==> src/rtl/lpbp_pkg.sv <==
`timescale 1ns / 1ps
`default_nettype none
// ----------------------------------------------------------------------------
// lpbp_pkg: shared types and constants of the page buffer pool
// frame counts, field widths, word structs and controller handshake
// ----------------------------------------------------------------------------
package lpbp_pkg;

   localparam int NUM_FRAMES  = 16;
   localparam int NUM_TABLES  = 10;

   // fixed field widths of the word formats
   localparam int CMD_W       = 1;
   localparam int TABLE_W     = 4;
   localparam int PAGE_W      = 32;
   localparam int FRM_FIELD_W = 5;

   // internal widths derived from the frame count
   localparam int IDX_W   = $clog2(NUM_FRAMES);
   localparam int FRAME_W = $clog2(NUM_FRAMES + 1);
   localparam int CMP_W   = (FRAME_W > FRM_FIELD_W) ? FRAME_W : FRM_FIELD_W;

   localparam logic [FRM_FIELD_W-1:0] CFG_RESET = FRM_FIELD_W'(16);

   localparam logic [CMD_W-1:0] CMD_ACCESS = 1'b0;
   localparam logic [CMD_W-1:0] CMD_DIRTY  = 1'b1;

   typedef struct packed {
      logic [CMD_W-1:0]       command;
      logic [TABLE_W-1:0]     tbl_id;
      logic [PAGE_W-1:0]      page_num;
      logic [FRM_FIELD_W-1:0] dirty_frame;
   } req_type;

   typedef struct packed {
      logic [FRM_FIELD_W-1:0] frame_index;
      logic                   hit;
      logic                   fill_needed;
      logic                   evicted;
      logic                   writeback;
      logic [TABLE_W-1:0]     victim_table;
      logic [PAGE_W-1:0]      victim_page;
   } rsp_type;

   typedef enum logic [1:0] {
      ST_IDLE,
      ST_LOOK,
      ST_UPDATE
   } ctrl_state_type;

   typedef struct packed {
      logic load;
      logic look;
      logic commit;
   } dp_cmd_type;

   typedef struct packed {
      logic out_free;
   } dp_status_type;

endpackage
`default_nettype wire

==> src/rtl/lpbp_ctrl.sv <==
`timescale 1ns / 1ps
`default_nettype none
// ----------------------------------------------------------------------------
// lpbp_ctrl: request sequencer
// steps each request through capture, lookup and update
// ----------------------------------------------------------------------------
module lpbp_ctrl (
   input  wire logic                    clock,
   input  wire logic                    reset,
   input  wire logic                    req_valid,
   output logic                         req_stall,
   input  wire lpbp_pkg::dp_status_type status,
   output lpbp_pkg::dp_cmd_type         cmd
);
   import lpbp_pkg::*;

   ctrl_state_type state_ff, state_in;

   always_ff @(posedge clock) begin
      if (reset) begin
         state_ff <= ST_IDLE;
      end else begin
         state_ff <= state_in;
      end
   end

   // next state
   always_comb begin
      state_in = state_ff;
      case (state_ff)
         ST_IDLE: begin
            if (req_valid) state_in = ST_LOOK;
         end
         ST_LOOK: begin
            state_in = ST_UPDATE;
         end
         ST_UPDATE: begin
            if (status.out_free) state_in = ST_IDLE;
         end
         default: begin
            state_in = ST_IDLE;
         end
      endcase
   end

   // outputs
   always_comb begin
      cmd       = '0;
      req_stall = 1'b1;
      case (state_ff)
         ST_IDLE: begin
            req_stall = 1'b0;
            cmd.load  = req_valid;
         end
         ST_LOOK: begin
            cmd.look = 1'b1;
         end
         ST_UPDATE: begin
            cmd.commit = status.out_free;
         end
         default: begin
            cmd = '0;
         end
      endcase
   end

endmodule
`default_nettype wire

==> src/rtl/lpbp_datapath.sv <==
`timescale 1ns / 1ps
`default_nettype none
// ----------------------------------------------------------------------------
// lpbp_datapath: tag store, recency ranks and result register
// parallel tag match, lru victim pick and list update
// ----------------------------------------------------------------------------
module lpbp_datapath (
   input  wire logic                                clock,
   input  wire logic                                reset,
   input  wire lpbp_pkg::dp_cmd_type                cmd,
   output lpbp_pkg::dp_status_type                  status,
   input  wire lpbp_pkg::req_type                   req_data,
   input  wire logic                                csr_write_enable,
   input  wire logic [lpbp_pkg::FRM_FIELD_W-1:0]    csr_write_data,
   output logic                                     rsp_valid,
   input  wire logic                                rsp_stall,
   output lpbp_pkg::rsp_type                        rsp_data
);
   import lpbp_pkg::*;

   // captured request and configuration
   req_type                req_ff, req_in;
   logic [FRM_FIELD_W-1:0] limit_cfg_ff, limit_cfg_in;
   logic [FRAME_W-1:0]     used_ff, used_in;

   // per-frame state, rank 0 is most recently used
   logic [TABLE_W-1:0]    tag_table_ff [NUM_FRAMES];
   logic [TABLE_W-1:0]    tag_table_in [NUM_FRAMES];
   logic [PAGE_W-1:0]     tag_page_ff  [NUM_FRAMES];
   logic [PAGE_W-1:0]     tag_page_in  [NUM_FRAMES];
   logic [IDX_W-1:0]      rank_ff      [NUM_FRAMES];
   logic [IDX_W-1:0]      rank_in      [NUM_FRAMES];
   logic [NUM_FRAMES-1:0] dirty_ff, dirty_in;

   // lookup results
   logic                  hit_ff, hit_in;
   logic [NUM_FRAMES-1:0] tgt_oh_ff, tgt_oh_in;
   logic [IDX_W-1:0]      tgt_idx_ff, tgt_idx_in;
   logic [IDX_W-1:0]      tgt_rank_ff, tgt_rank_in;
   logic [TABLE_W-1:0]    vic_table_ff, vic_table_in;
   logic [PAGE_W-1:0]     vic_page_ff, vic_page_in;
   logic                  vic_dirty_ff, vic_dirty_in;

   rsp_type rsp_ff, rsp_in;
   logic    rsp_valid_ff, rsp_valid_in;

   logic [NUM_FRAMES-1:0] valid_vec;
   logic [NUM_FRAMES-1:0] match_oh;
   logic [NUM_FRAMES-1:0] head_oh;
   logic                  match_any;
   logic [IDX_W-1:0]      head_rank;
   logic                  tbl_ok;
   logic [CMP_W-1:0]      limit_cmp;
   logic [CMP_W-1:0]      used_ext;
   logic                  room;
   logic                  df_ok;
   logic [IDX_W-1:0]      df_idx;

   assign head_rank = IDX_W'(used_ff - FRAME_W'(1));
   assign used_ext  = CMP_W'(used_ff);

   always_comb begin
      if (limit_cfg_ff == '0) begin
         limit_cmp = CMP_W'(1);
      end else if (CMP_W'(limit_cfg_ff) > CMP_W'(NUM_FRAMES)) begin
         limit_cmp = CMP_W'(NUM_FRAMES);
      end else begin
         limit_cmp = CMP_W'(limit_cfg_ff);
      end
   end

   assign room   = used_ext < limit_cmp;
   assign tbl_ok = (req_ff.tbl_id != '0) && (req_ff.tbl_id <= TABLE_W'(NUM_TABLES));
   assign df_ok  = (req_ff.dirty_frame != '0) && (CMP_W'(req_ff.dirty_frame) <= used_ext);
   assign df_idx = IDX_W'(CMP_W'(req_ff.dirty_frame) - CMP_W'(1));

   always_comb begin
      for (int i = 0; i < NUM_FRAMES; i++) begin
         valid_vec[i] = FRAME_W'(i) < used_ff;
      end
   end

   // tag match with lowest-frame priority, and lru head by rank
   always_comb begin
      logic seen;
      logic m;
      seen     = 1'b0;
      match_oh = '0;
      head_oh  = '0;
      for (int i = 0; i < NUM_FRAMES; i++) begin
         m = valid_vec[i] && (tag_table_ff[i] == req_ff.tbl_id)
             && (tag_page_ff[i] == req_ff.page_num);
         match_oh[i] = m && !seen;
         seen        = seen | m;
         head_oh[i]  = valid_vec[i] && (rank_ff[i] == head_rank);
      end
      match_any = seen;
   end

   always_comb begin
      hit_in       = hit_ff;
      tgt_oh_in    = tgt_oh_ff;
      tgt_idx_in   = tgt_idx_ff;
      tgt_rank_in  = tgt_rank_ff;
      vic_table_in = vic_table_ff;
      vic_page_in  = vic_page_ff;
      vic_dirty_in = vic_dirty_ff;
      if (cmd.look) begin
         hit_in       = match_any;
         tgt_oh_in    = match_any ? match_oh : head_oh;
         tgt_idx_in   = '0;
         tgt_rank_in  = '0;
         vic_table_in = '0;
         vic_page_in  = '0;
         vic_dirty_in = 1'b0;
         for (int i = 0; i < NUM_FRAMES; i++) begin
            if (tgt_oh_in[i]) begin
               tgt_idx_in  = tgt_idx_in | IDX_W'(i);
               tgt_rank_in = tgt_rank_in | rank_ff[i];
            end
            if (head_oh[i]) begin
               vic_table_in = vic_table_in | tag_table_ff[i];
               vic_page_in  = vic_page_in | tag_page_ff[i];
               vic_dirty_in = vic_dirty_in | dirty_ff[i];
            end
         end
      end
   end

   // state update and result build
   always_comb begin
      req_in       = cmd.load ? req_data : req_ff;
      limit_cfg_in = csr_write_enable ? csr_write_data : limit_cfg_ff;
      used_in      = used_ff;
      tag_table_in = tag_table_ff;
      tag_page_in  = tag_page_ff;
      rank_in      = rank_ff;
      dirty_in     = dirty_ff;
      rsp_in       = rsp_ff;
      rsp_valid_in = rsp_valid_ff && rsp_stall;
      if (cmd.commit) begin
         rsp_valid_in = 1'b1;
         rsp_in       = '0;
         if (req_ff.command == CMD_DIRTY) begin
            for (int i = 0; i < NUM_FRAMES; i++) begin
               if (df_ok && (IDX_W'(i) == df_idx)) dirty_in[i] = 1'b1;
            end
         end else if (tbl_ok) begin
            if (hit_ff || !room) begin
               // move hit or victim frame to the mru end
               for (int i = 0; i < NUM_FRAMES; i++) begin
                  if (valid_vec[i] && (rank_ff[i] < tgt_rank_ff)) begin
                     rank_in[i] = rank_ff[i] + IDX_W'(1);
                  end
                  if (tgt_oh_ff[i]) begin
                     rank_in[i] = '0;
                     if (!hit_ff) begin
                        tag_table_in[i] = req_ff.tbl_id;
                        tag_page_in[i]  = req_ff.page_num;
                        dirty_in[i]     = 1'b0;
                     end
                  end
               end
               rsp_in.frame_index = FRM_FIELD_W'(FRAME_W'(tgt_idx_ff) + FRAME_W'(1));
               rsp_in.hit         = hit_ff;
               rsp_in.fill_needed = !hit_ff;
               rsp_in.evicted     = !hit_ff;
               if (!hit_ff) begin
                  rsp_in.writeback    = vic_dirty_ff;
                  rsp_in.victim_table = vic_table_ff;
                  rsp_in.victim_page  = vic_page_ff;
               end
            end else begin
               // take the next unused frame
               for (int i = 0; i < NUM_FRAMES; i++) begin
                  if (valid_vec[i]) rank_in[i] = rank_ff[i] + IDX_W'(1);
                  if (FRAME_W'(i) == used_ff) begin
                     rank_in[i]      = '0;
                     tag_table_in[i] = req_ff.tbl_id;
                     tag_page_in[i]  = req_ff.page_num;
                     dirty_in[i]     = 1'b0;
                  end
               end
               used_in            = used_ff + FRAME_W'(1);
               rsp_in.frame_index = FRM_FIELD_W'(used_ff + FRAME_W'(1));
               rsp_in.fill_needed = 1'b1;
            end
         end
      end
   end

   always_ff @(posedge clock) begin
      if (reset) begin
         limit_cfg_ff <= CFG_RESET;
         used_ff      <= '0;
         rsp_valid_ff <= 1'b0;
      end else begin
         limit_cfg_ff <= limit_cfg_in;
         used_ff      <= used_in;
         rsp_valid_ff <= rsp_valid_in;
      end
   end

   always_ff @(posedge clock) begin
      req_ff       <= req_in;
      tag_table_ff <= tag_table_in;
      tag_page_ff  <= tag_page_in;
      rank_ff      <= rank_in;
      dirty_ff     <= dirty_in;
      hit_ff       <= hit_in;
      tgt_oh_ff    <= tgt_oh_in;
      tgt_idx_ff   <= tgt_idx_in;
      tgt_rank_ff  <= tgt_rank_in;
      vic_table_ff <= vic_table_in;
      vic_page_ff  <= vic_page_in;
      vic_dirty_ff <= vic_dirty_in;
      rsp_ff       <= rsp_in;
   end

   assign status.out_free = !rsp_valid_ff || !rsp_stall;
   assign rsp_valid       = rsp_valid_ff;
   assign rsp_data        = rsp_ff;

   a_used_bound: assert property (@(posedge clock) disable iff (reset)
      used_ff <= FRAME_W'(NUM_FRAMES))
      else $error("frame count beyond pool size");

   a_head_unique: assert property (@(posedge clock) disable iff (reset)
      cmd.look && (used_ff != '0) |-> $onehot(head_oh))
      else $error("recency ranks are not a permutation");

   a_hit_clean: assert property (@(posedge clock) disable iff (reset)
      rsp_valid_ff && rsp_ff.hit |-> !rsp_ff.fill_needed && !rsp_ff.evicted)
      else $error("hit result carries miss flags");

   a_wb_evict: assert property (@(posedge clock) disable iff (reset)
      rsp_valid_ff && rsp_ff.writeback |-> rsp_ff.evicted && rsp_ff.fill_needed)
      else $error("write-back without eviction");

endmodule
`default_nettype wire

==> src/rtl/lru_page_buffer_pool.sv <==
`timescale 1ns / 1ps
`default_nettype none
// ----------------------------------------------------------------------------
// lru_page_buffer_pool: page cache frame allocator with lru replacement
// maps (table, page) to one of the buffer frames, reports evictions
// ----------------------------------------------------------------------------
// usage
//   req_ channel carries one request word: access a page or mark a frame dirty
//   rsp_ channel returns exactly one result word per request, in order
//   csr_ port writes the frames-in-use limit; write only while the pool is idle
// request flow
//   a request passes capture, parallel tag match over all frames with lru head
//   pick, then the tag and recency update; one request is in flight, so the
//   pool takes no new request until the update of the last one is done
//   the result sits in an output register, so the next request is accepted
//   while the previous word still waits on rsp_stall
// reset
//   synchronous, active high; the pool comes up empty with the limit at 16,
//   no clearing pass is needed
// stall
//   while rsp_stall holds the result, the next request finishes its lookup
//   and then waits before touching state
// ----------------------------------------------------------------------------
module lru_page_buffer_pool (
   input  wire logic                              clock,
   input  wire logic                              reset,
   // request channel
   input  wire logic                              req_valid,
   output logic                                   req_stall,
   input  wire lpbp_pkg::req_type                 req_data,
   // result channel
   output logic                                   rsp_valid,
   input  wire logic                              rsp_stall,
   output lpbp_pkg::rsp_type                      rsp_data,
   // configuration
   input  wire logic                              csr_write_enable,
   input  wire logic [lpbp_pkg::FRM_FIELD_W-1:0]  csr_write_data
);
   import lpbp_pkg::*;

   dp_cmd_type    cmd;
   dp_status_type status;

   // sequencer: capture, lookup, update
   lpbp_ctrl u_ctrl (
      .clock     (clock),
      .reset     (reset),
      .req_valid (req_valid),
      .req_stall (req_stall),
      .status    (status),
      .cmd       (cmd)
   );

   // tags, recency ranks, dirty bits and result register
   lpbp_datapath u_datapath (
      .clock            (clock),
      .reset            (reset),
      .cmd              (cmd),
      .status           (status),
      .req_data         (req_data),
      .csr_write_enable (csr_write_enable),
      .csr_write_data   (csr_write_data),
      .rsp_valid        (rsp_valid),
      .rsp_stall        (rsp_stall),
      .rsp_data         (rsp_data)
   );

endmodule
`default_nettype wire
==> config.mk <==
export PLATFORM = sky130hd
export DESIGN_NAME = lru_page_buffer_pool
export DESIGN_NICKNAME = d
export VERILOG_FILES = /design/src/rtl/lpbp_pkg.sv /design/src/rtl/lpbp_ctrl.sv /design/src/rtl/lpbp_datapath.sv /design/src/rtl/lru_page_buffer_pool.sv
export SDC_FILE = /design/constraint.sdc
export NUM_CORES = 2
export LEC_CHECK = 0
export ABC_CLOCK_PERIOD_IN_PS = 15100
export BUFFER_PORTS_ARGS = -buffer_cell sky130_fd_sc_hd__buf_2
export CELL_PAD_IN_SITES_DETAIL_PLACEMENT = 2
export CELL_PAD_IN_SITES_GLOBAL_PLACEMENT = 2
export CORE_ASPECT_RATIO = 1.25
export CORE_MARGIN = 2
export CORE_UTILIZATION = 51
export CTS_BUF_LIST = sky130_fd_sc_hd__clkbuf_2
export DETAILED_ROUTE_END_ITERATION = 7
export HOLD_SLACK_MARGIN = 0.02
export PLACE_DENSITY = 0.95
export RECOVER_POWER = 25
export SLEW_MARGIN = 20
export SYNTH_ARGS = -nofsm -noshare
export SYNTH_HDL_FRONTEND = slang
export SYNTH_SLANG_ARGS = --single-unit
==> constraint.sdc <==
create_clock -name clock -period 15.1 [get_ports clock]
set_clock_uncertainty 0.05 [all_clocks]
set_input_delay 1.51 -clock clock [delete_from_list [all_inputs] [get_ports clock]]
set_output_delay 1.51 -clock clock [all_outputs]
set_load 0.02 [all_outputs]
==> results.toml, run 1 <==
[outcome]
run_status = "did not finish"
flow.stopped_at = "global routing (5_1_grt)"
flow.first_error = "[ERROR GRT-0232] Routing congestion too high. Check the congestion heatmap in the GUI."

[synthesis]
yosys_warnings = 0
synth_cells = 3032
yosys-top-cells-area = "edfxtp_1 60%, xor2_1 9.2%, xnor2_1 5.3%, ha_1 2.4%, a22oi_1 2.1%"
syn_nets = 3162
post_synth.cell_area_avg_um2 = 13.4
post_synth_most_frequent_cells = "805 x edfxtp_1, 425 x xor2_1, 247 x xnor2_1, 127 x nand2_1, 123 x nor2_1"
synth_largest_area_cell = "edfxtp_1"
yosys_register_bits = 818
netlist_area_before_placement_um2 = 40600
synth_cell_type_count = 73
post-synth-top-count-cell = "edfxtp_1"
yosysSeqAreaShare = 0.602
ys.flop_type = "edfxtp_1"
synth_enable_flop_cells = 805
synth_top_area_share = 0.596
postSynth.asyncResetShare = 0

[clock_network]
cts_buffer_depth = 3
htreeDepth = 4
hold_bufs_inserted_after_cts = 4
post_cts_resized = 0
cts.root.buffer_cell = "clkbuf_2"
cts_buf_count = 200
clock_sink_count = 818
post_cts_buffers = 0

[floorplanning]
initial_utilization = 0.516
floorplan.rows = 115
die_width_um = 256
die_h_um = 319
top_level_ports = 99

[placement]
routabilityCongestion = 1.12
post-dp-hpwl_um = 146000
io_buffers = 98

[grt]
grt_start_max_net_pins = 51
globalRouteTotalUtil = 0.688
overflow = 86
[layer usage]
metal  GRT overflow  global-route usage
met1              0               0.705
met2             41               0.886
met3              1               0.466
met4             44               0.697
met5              0               0.171
[cells by family after synthesis]
| group | Yosys count | share of synthesized area |
|---|---|---|
| compound gates | 485 | 0.0937 |
| xor+xnor | 682 | 0.150 |
| fa+ha+maj | 78 | 0.0240 |
| buf+inv | 215 | 0.0272 |
| flops | 818 | 0.602 |
| mux | 14 | 0.00358 |
| simple gates | 740 | 0.0991 |
[through the flow]
| step | setup slack [ns] | instances | hold slack [ns] | util | instance area [µm²] |
|---|---|---|---|---|---|
| floorplan | 8.39 | 3032 | 0.411 | - | 40600 |
| global placement | 10.01 | 4115 | 0.388 | 0.540 | 42500 |
| detailed placement | 10.03 | 4115 | 0.403 | 0.540 | 42500 |
| CTS | 9.92 | 4461 | 0.0281 | 0.563 | 44300 |
==> inputs of run 2 (changes only) <==
CELL_PAD_IN_SITES_DETAIL_PLACEMENT = unset   (was 2)
CELL_PAD_IN_SITES_GLOBAL_PLACEMENT = unset   (was 2)
CORE_ASPECT_RATIO = unset   (was 1.25)
CORE_UTILIZATION = 40   (was 51)
CTS_BUF_LIST = unset   (was sky130_fd_sc_hd__clkbuf_2)
HOLD_SLACK_MARGIN = unset   (was 0.02)
PLACE_DENSITY = unset   (was 0.95)
PLACE_DENSITY_LB_ADDON = 0.15   (was unset)
==> run 2 against run 1 <==
The flow now finishes, with violations (design-rule violations, max-capacitance violations, max-slew violations). Synthesized cell count stayed put. Area after synthesis stayed put.
==> results.toml, run 2 <==
[layout]
area_delta_synth_final_pct = 13.1
largest_register_ffs = 512
layout_common_cells = "805 x edfxtp_1, 425 x xor2_1, 245 x xnor2_1"
layout.cells.most_common = "edfxtp_1"
largest_register_by_flop_count = "u_datapath.tag_page_ff"
layout_top_registers = "u_datapath.tag_page_ff (512), u_datapath.rank_ff (64), u_datapath.tag_table_ff (64)"
fillerInstances = 8936
post_route_cells_drive_above_1_share = 0.120
nNetsFinal = 3291

[clock_network]
hold_bufs_inserted_after_cts = 0
post_cts_resized = 0
cts_tree = "done"
clock_edge_transition_at_the_registers_on_the_reported_setup_and_hold_paths_ns = 0.07
cts_buffer_depth = 3
cts_buf_count = 94
post_cts_buffers = 0
insertion_delay_ns = 0.71
htreeDepth = 3
clock_sink_count = 818
cts.root.buffer_cell = "clkbuf_16"

[sta]
final.min_clock_period_ns = 6.53
timing.setup.tns_ns = 0
max-slew-margin-rel = -0.504
max_clock_freq_mhz = 153
rsz0062_at_grt = "false"
finalHoldWorstSlack_ns = 0.435
post-route-worst-setup-slack_ns = 8.57
timing.final.hold_violations = 0
finalCritPeriodShare = 0.433
timing_worst_slew_pin_value_ns = 2.26
finalMaxSlewViolations = 998
final_setup_vio_count = 0

[synthesis]
synth_enable_flop_cells = 805
netlist_area_before_placement_um2 = 40600
syn_nets = 3162
postSynth.asyncResetShare = 0
ys.flop_type = "edfxtp_1"
synth_largest_area_cell = "edfxtp_1"
yosys_register_bits = 818
synth_top_area_share = 0.596
yosysSeqAreaShare = 0.602
synth_cell_type_count = 73
post_synth_most_frequent_cells = "805 x edfxtp_1, 425 x xor2_1, 247 x xnor2_1, 127 x nand2_1, 123 x nor2_1"
yosys_warnings = 0
yosys-top-cells-area = "edfxtp_1 60%, xor2_1 9.2%, xnor2_1 5.3%, ha_1 2.4%, a22oi_1 2.1%"
synth_cells = 3032
post_synth.cell_area_avg_um2 = 13.4
post-synth-top-count-cell = "edfxtp_1"

[route]
ant_nets = 0
post-route-drc-count = 5
dr.pass1.iters = 8
postRouteWirelength_um = 187000
wl_per_cell_um = 40.7
drt_iter0_markers = 6252
dr_total_vias = 30000
post_drt_via_cell_ratio = 6.52

[grt]
grt_pass1_vias = 27700
globalRouteTotalUtil = 0.354
overflow = 0
number_of_antenna_violations_at_the_first_check_in_global_routing = 16
grt_first_pass_wirelength_um = 248000
grt_start_max_net_pins = 53

[power]
intPower_uw = 3900
power.clock.fraction = 0.444
seq_power_share = 0.490
netSwitchingPower_uw = 1280
netSwitchingFraction = 0.248
power_frac_comb = 0.065
total_power_uw = 5180
powerDensity_nw_per_um2 = 113
vdd.ir_drop.worst_v = 0.0000880
p_leak_uw = 0.0158

[outcome]
run_status = "complete, but fails checks"
violations_in_the_final_reports = "design-rule violations, max-capacitance violations, max-slew violations"

[floorplanning]
floorplan.rows = 116
die_h_um = 323
initial_utilization = 0.405
die_outline_area_um2 = 104000
fp.coreArea_um2 = 100000
die_width_um = 323
top_level_ports = 99

[setup_path]
critical_path.startpoint_type = "flip-flop"
cp_slowest_stage_delay_ns = 1.49
worst_path_dominant_cell_family = "simple AND/OR/NAND/NOR gates"
most_common_cell_type_on_the_critical_path = "nor4_1"
timing.setup.critical_path_class = "flip-flop to flip-flop"
cp_max_fo = 32
cp.arrival_ns = 6.87
worst_setup_path_end_kind = "flip-flop"
critPathSlowestCell = "clkbuf_1"
crit_chain = "clkbuf_1 -> xor2_1 -> nor4_1 -> nand4_1 -> nor4_2 -> nor2_1 -> and3_1 -> or3b_2 -> nor4_1 -> o21ai_0"
worst-path-buf-inv = 1
cp_data_required_time_ns = 15.44

[placement]
io_buffers = 98
pre_cts_ws_ns = 9.89
routabilityCongestion = 1.06
post-dp-hpwl_um = 132000

[min_path]
hp-class = "flip-flop to flip-flop"

[run]
drv_cap = 30
==> run 2: cell counts after synthesis <==
No cell type changed its count.
==> run 2: worst paths after layout <==
check | to | slack (ns) | depth (start not counted) | from
worst min-delay path | u_datapath.rsp_data[21]$_SDFFCE_PP0P_ | 0.44 | 1 | u_datapath.vic_page_ff[21]$_DFFE_PN_
worst max-delay path | u_datapath.tgt_idx_ff[1]$_SDFFCE_PP1N_ | 8.57 | 10 | u_datapath.req_ff[15]$_DFFE_PP_
worst max register to register | u_datapath.tgt_idx_ff[1]$_SDFFCE_PP1N_ | 8.57 | 10 | u_datapath.req_ff[15]$_DFFE_PP_
worst min register to register | u_datapath.rsp_data[21]$_SDFFCE_PP0P_ | 0.44 | 1 | u_datapath.vic_page_ff[21]$_DFFE_PN_
==> run 2: worst register-to-register path: stages, from the launching register on <==
cell and delay, ns:
edfxtp_1 0.32, clkbuf_1 1.49, xor2_1 0.48, nor4_1 0.89, nand4_1 0.42, nor4_2 0.90
nor2_1 0.22, and3_1 0.39, or3b_2 0.50, nor4_1 0.39, o21ai_0 0.18
==> run 2: metal layers <==
layer  vias up  global-route usage  share of wire
met5         -                   0        0.00049
met4        14               0.134          0.042
met3       334               0.129           0.15
met2      2384               0.488           0.40
met1     15400               0.505           0.41
li1      11900                   -              -
==> run 2: kinds of logic after synthesis <==
kind of cell / Yosys count / synth area share
XOR/XNOR: 682 / 0.150
AO/OA/AOI/OAI: 485 / 0.0937
adder cells (fa/ha/maj): 78 / 0.0240
flip-flops: 818 / 0.602
multiplexers: 14 / 0.00358
AND/OR/NAND/NOR: 740 / 0.0991
buffers and inverters: 215 / 0.0272
==> run 2: layout make-up <==
cell class / count / area [µm²] / area share
Multi-Input combinational cell: 1999 / 15300 / 0.334
Tap cell: 1357 / 1700 / 0.0370
Clock buffer: 105 / 2410 / 0.0526
Sequential cell: 818 / 24400 / 0.532
Timing Repair Buffer: 209 / 1220 / 0.0267
Clock inverter: 68 / 621 / 0.0135
Inverter: 39 / 146 / 0.00319
Antenna cell: 6 / 15.0 / 0.000327
==> run 2: power by group through the flow <==
stage | logic [µW] | clock network (µW) | registers [µW]
finish | 337 | 2300 | 2540
global route | 343 | 2400 | 2540
CTS | 325 | 2320 | 2540
detailed placement | 324 | 0 | 2590
global placement | 322 | 0 | 2590
floorplan | 164 | 0 | 2590
==> run 2: through the flow <==
step                       util  instance area [µm²]  cells
final                     0.458                45900   4601
after global routing      0.457                45900   4596
after CTS                 0.458                46000   4593
after detailed placement  0.428                42900   4420
after global placement    0.427                42900   4418
after floorplan               -                40600   3032
(Power assumes the default switching activity.)
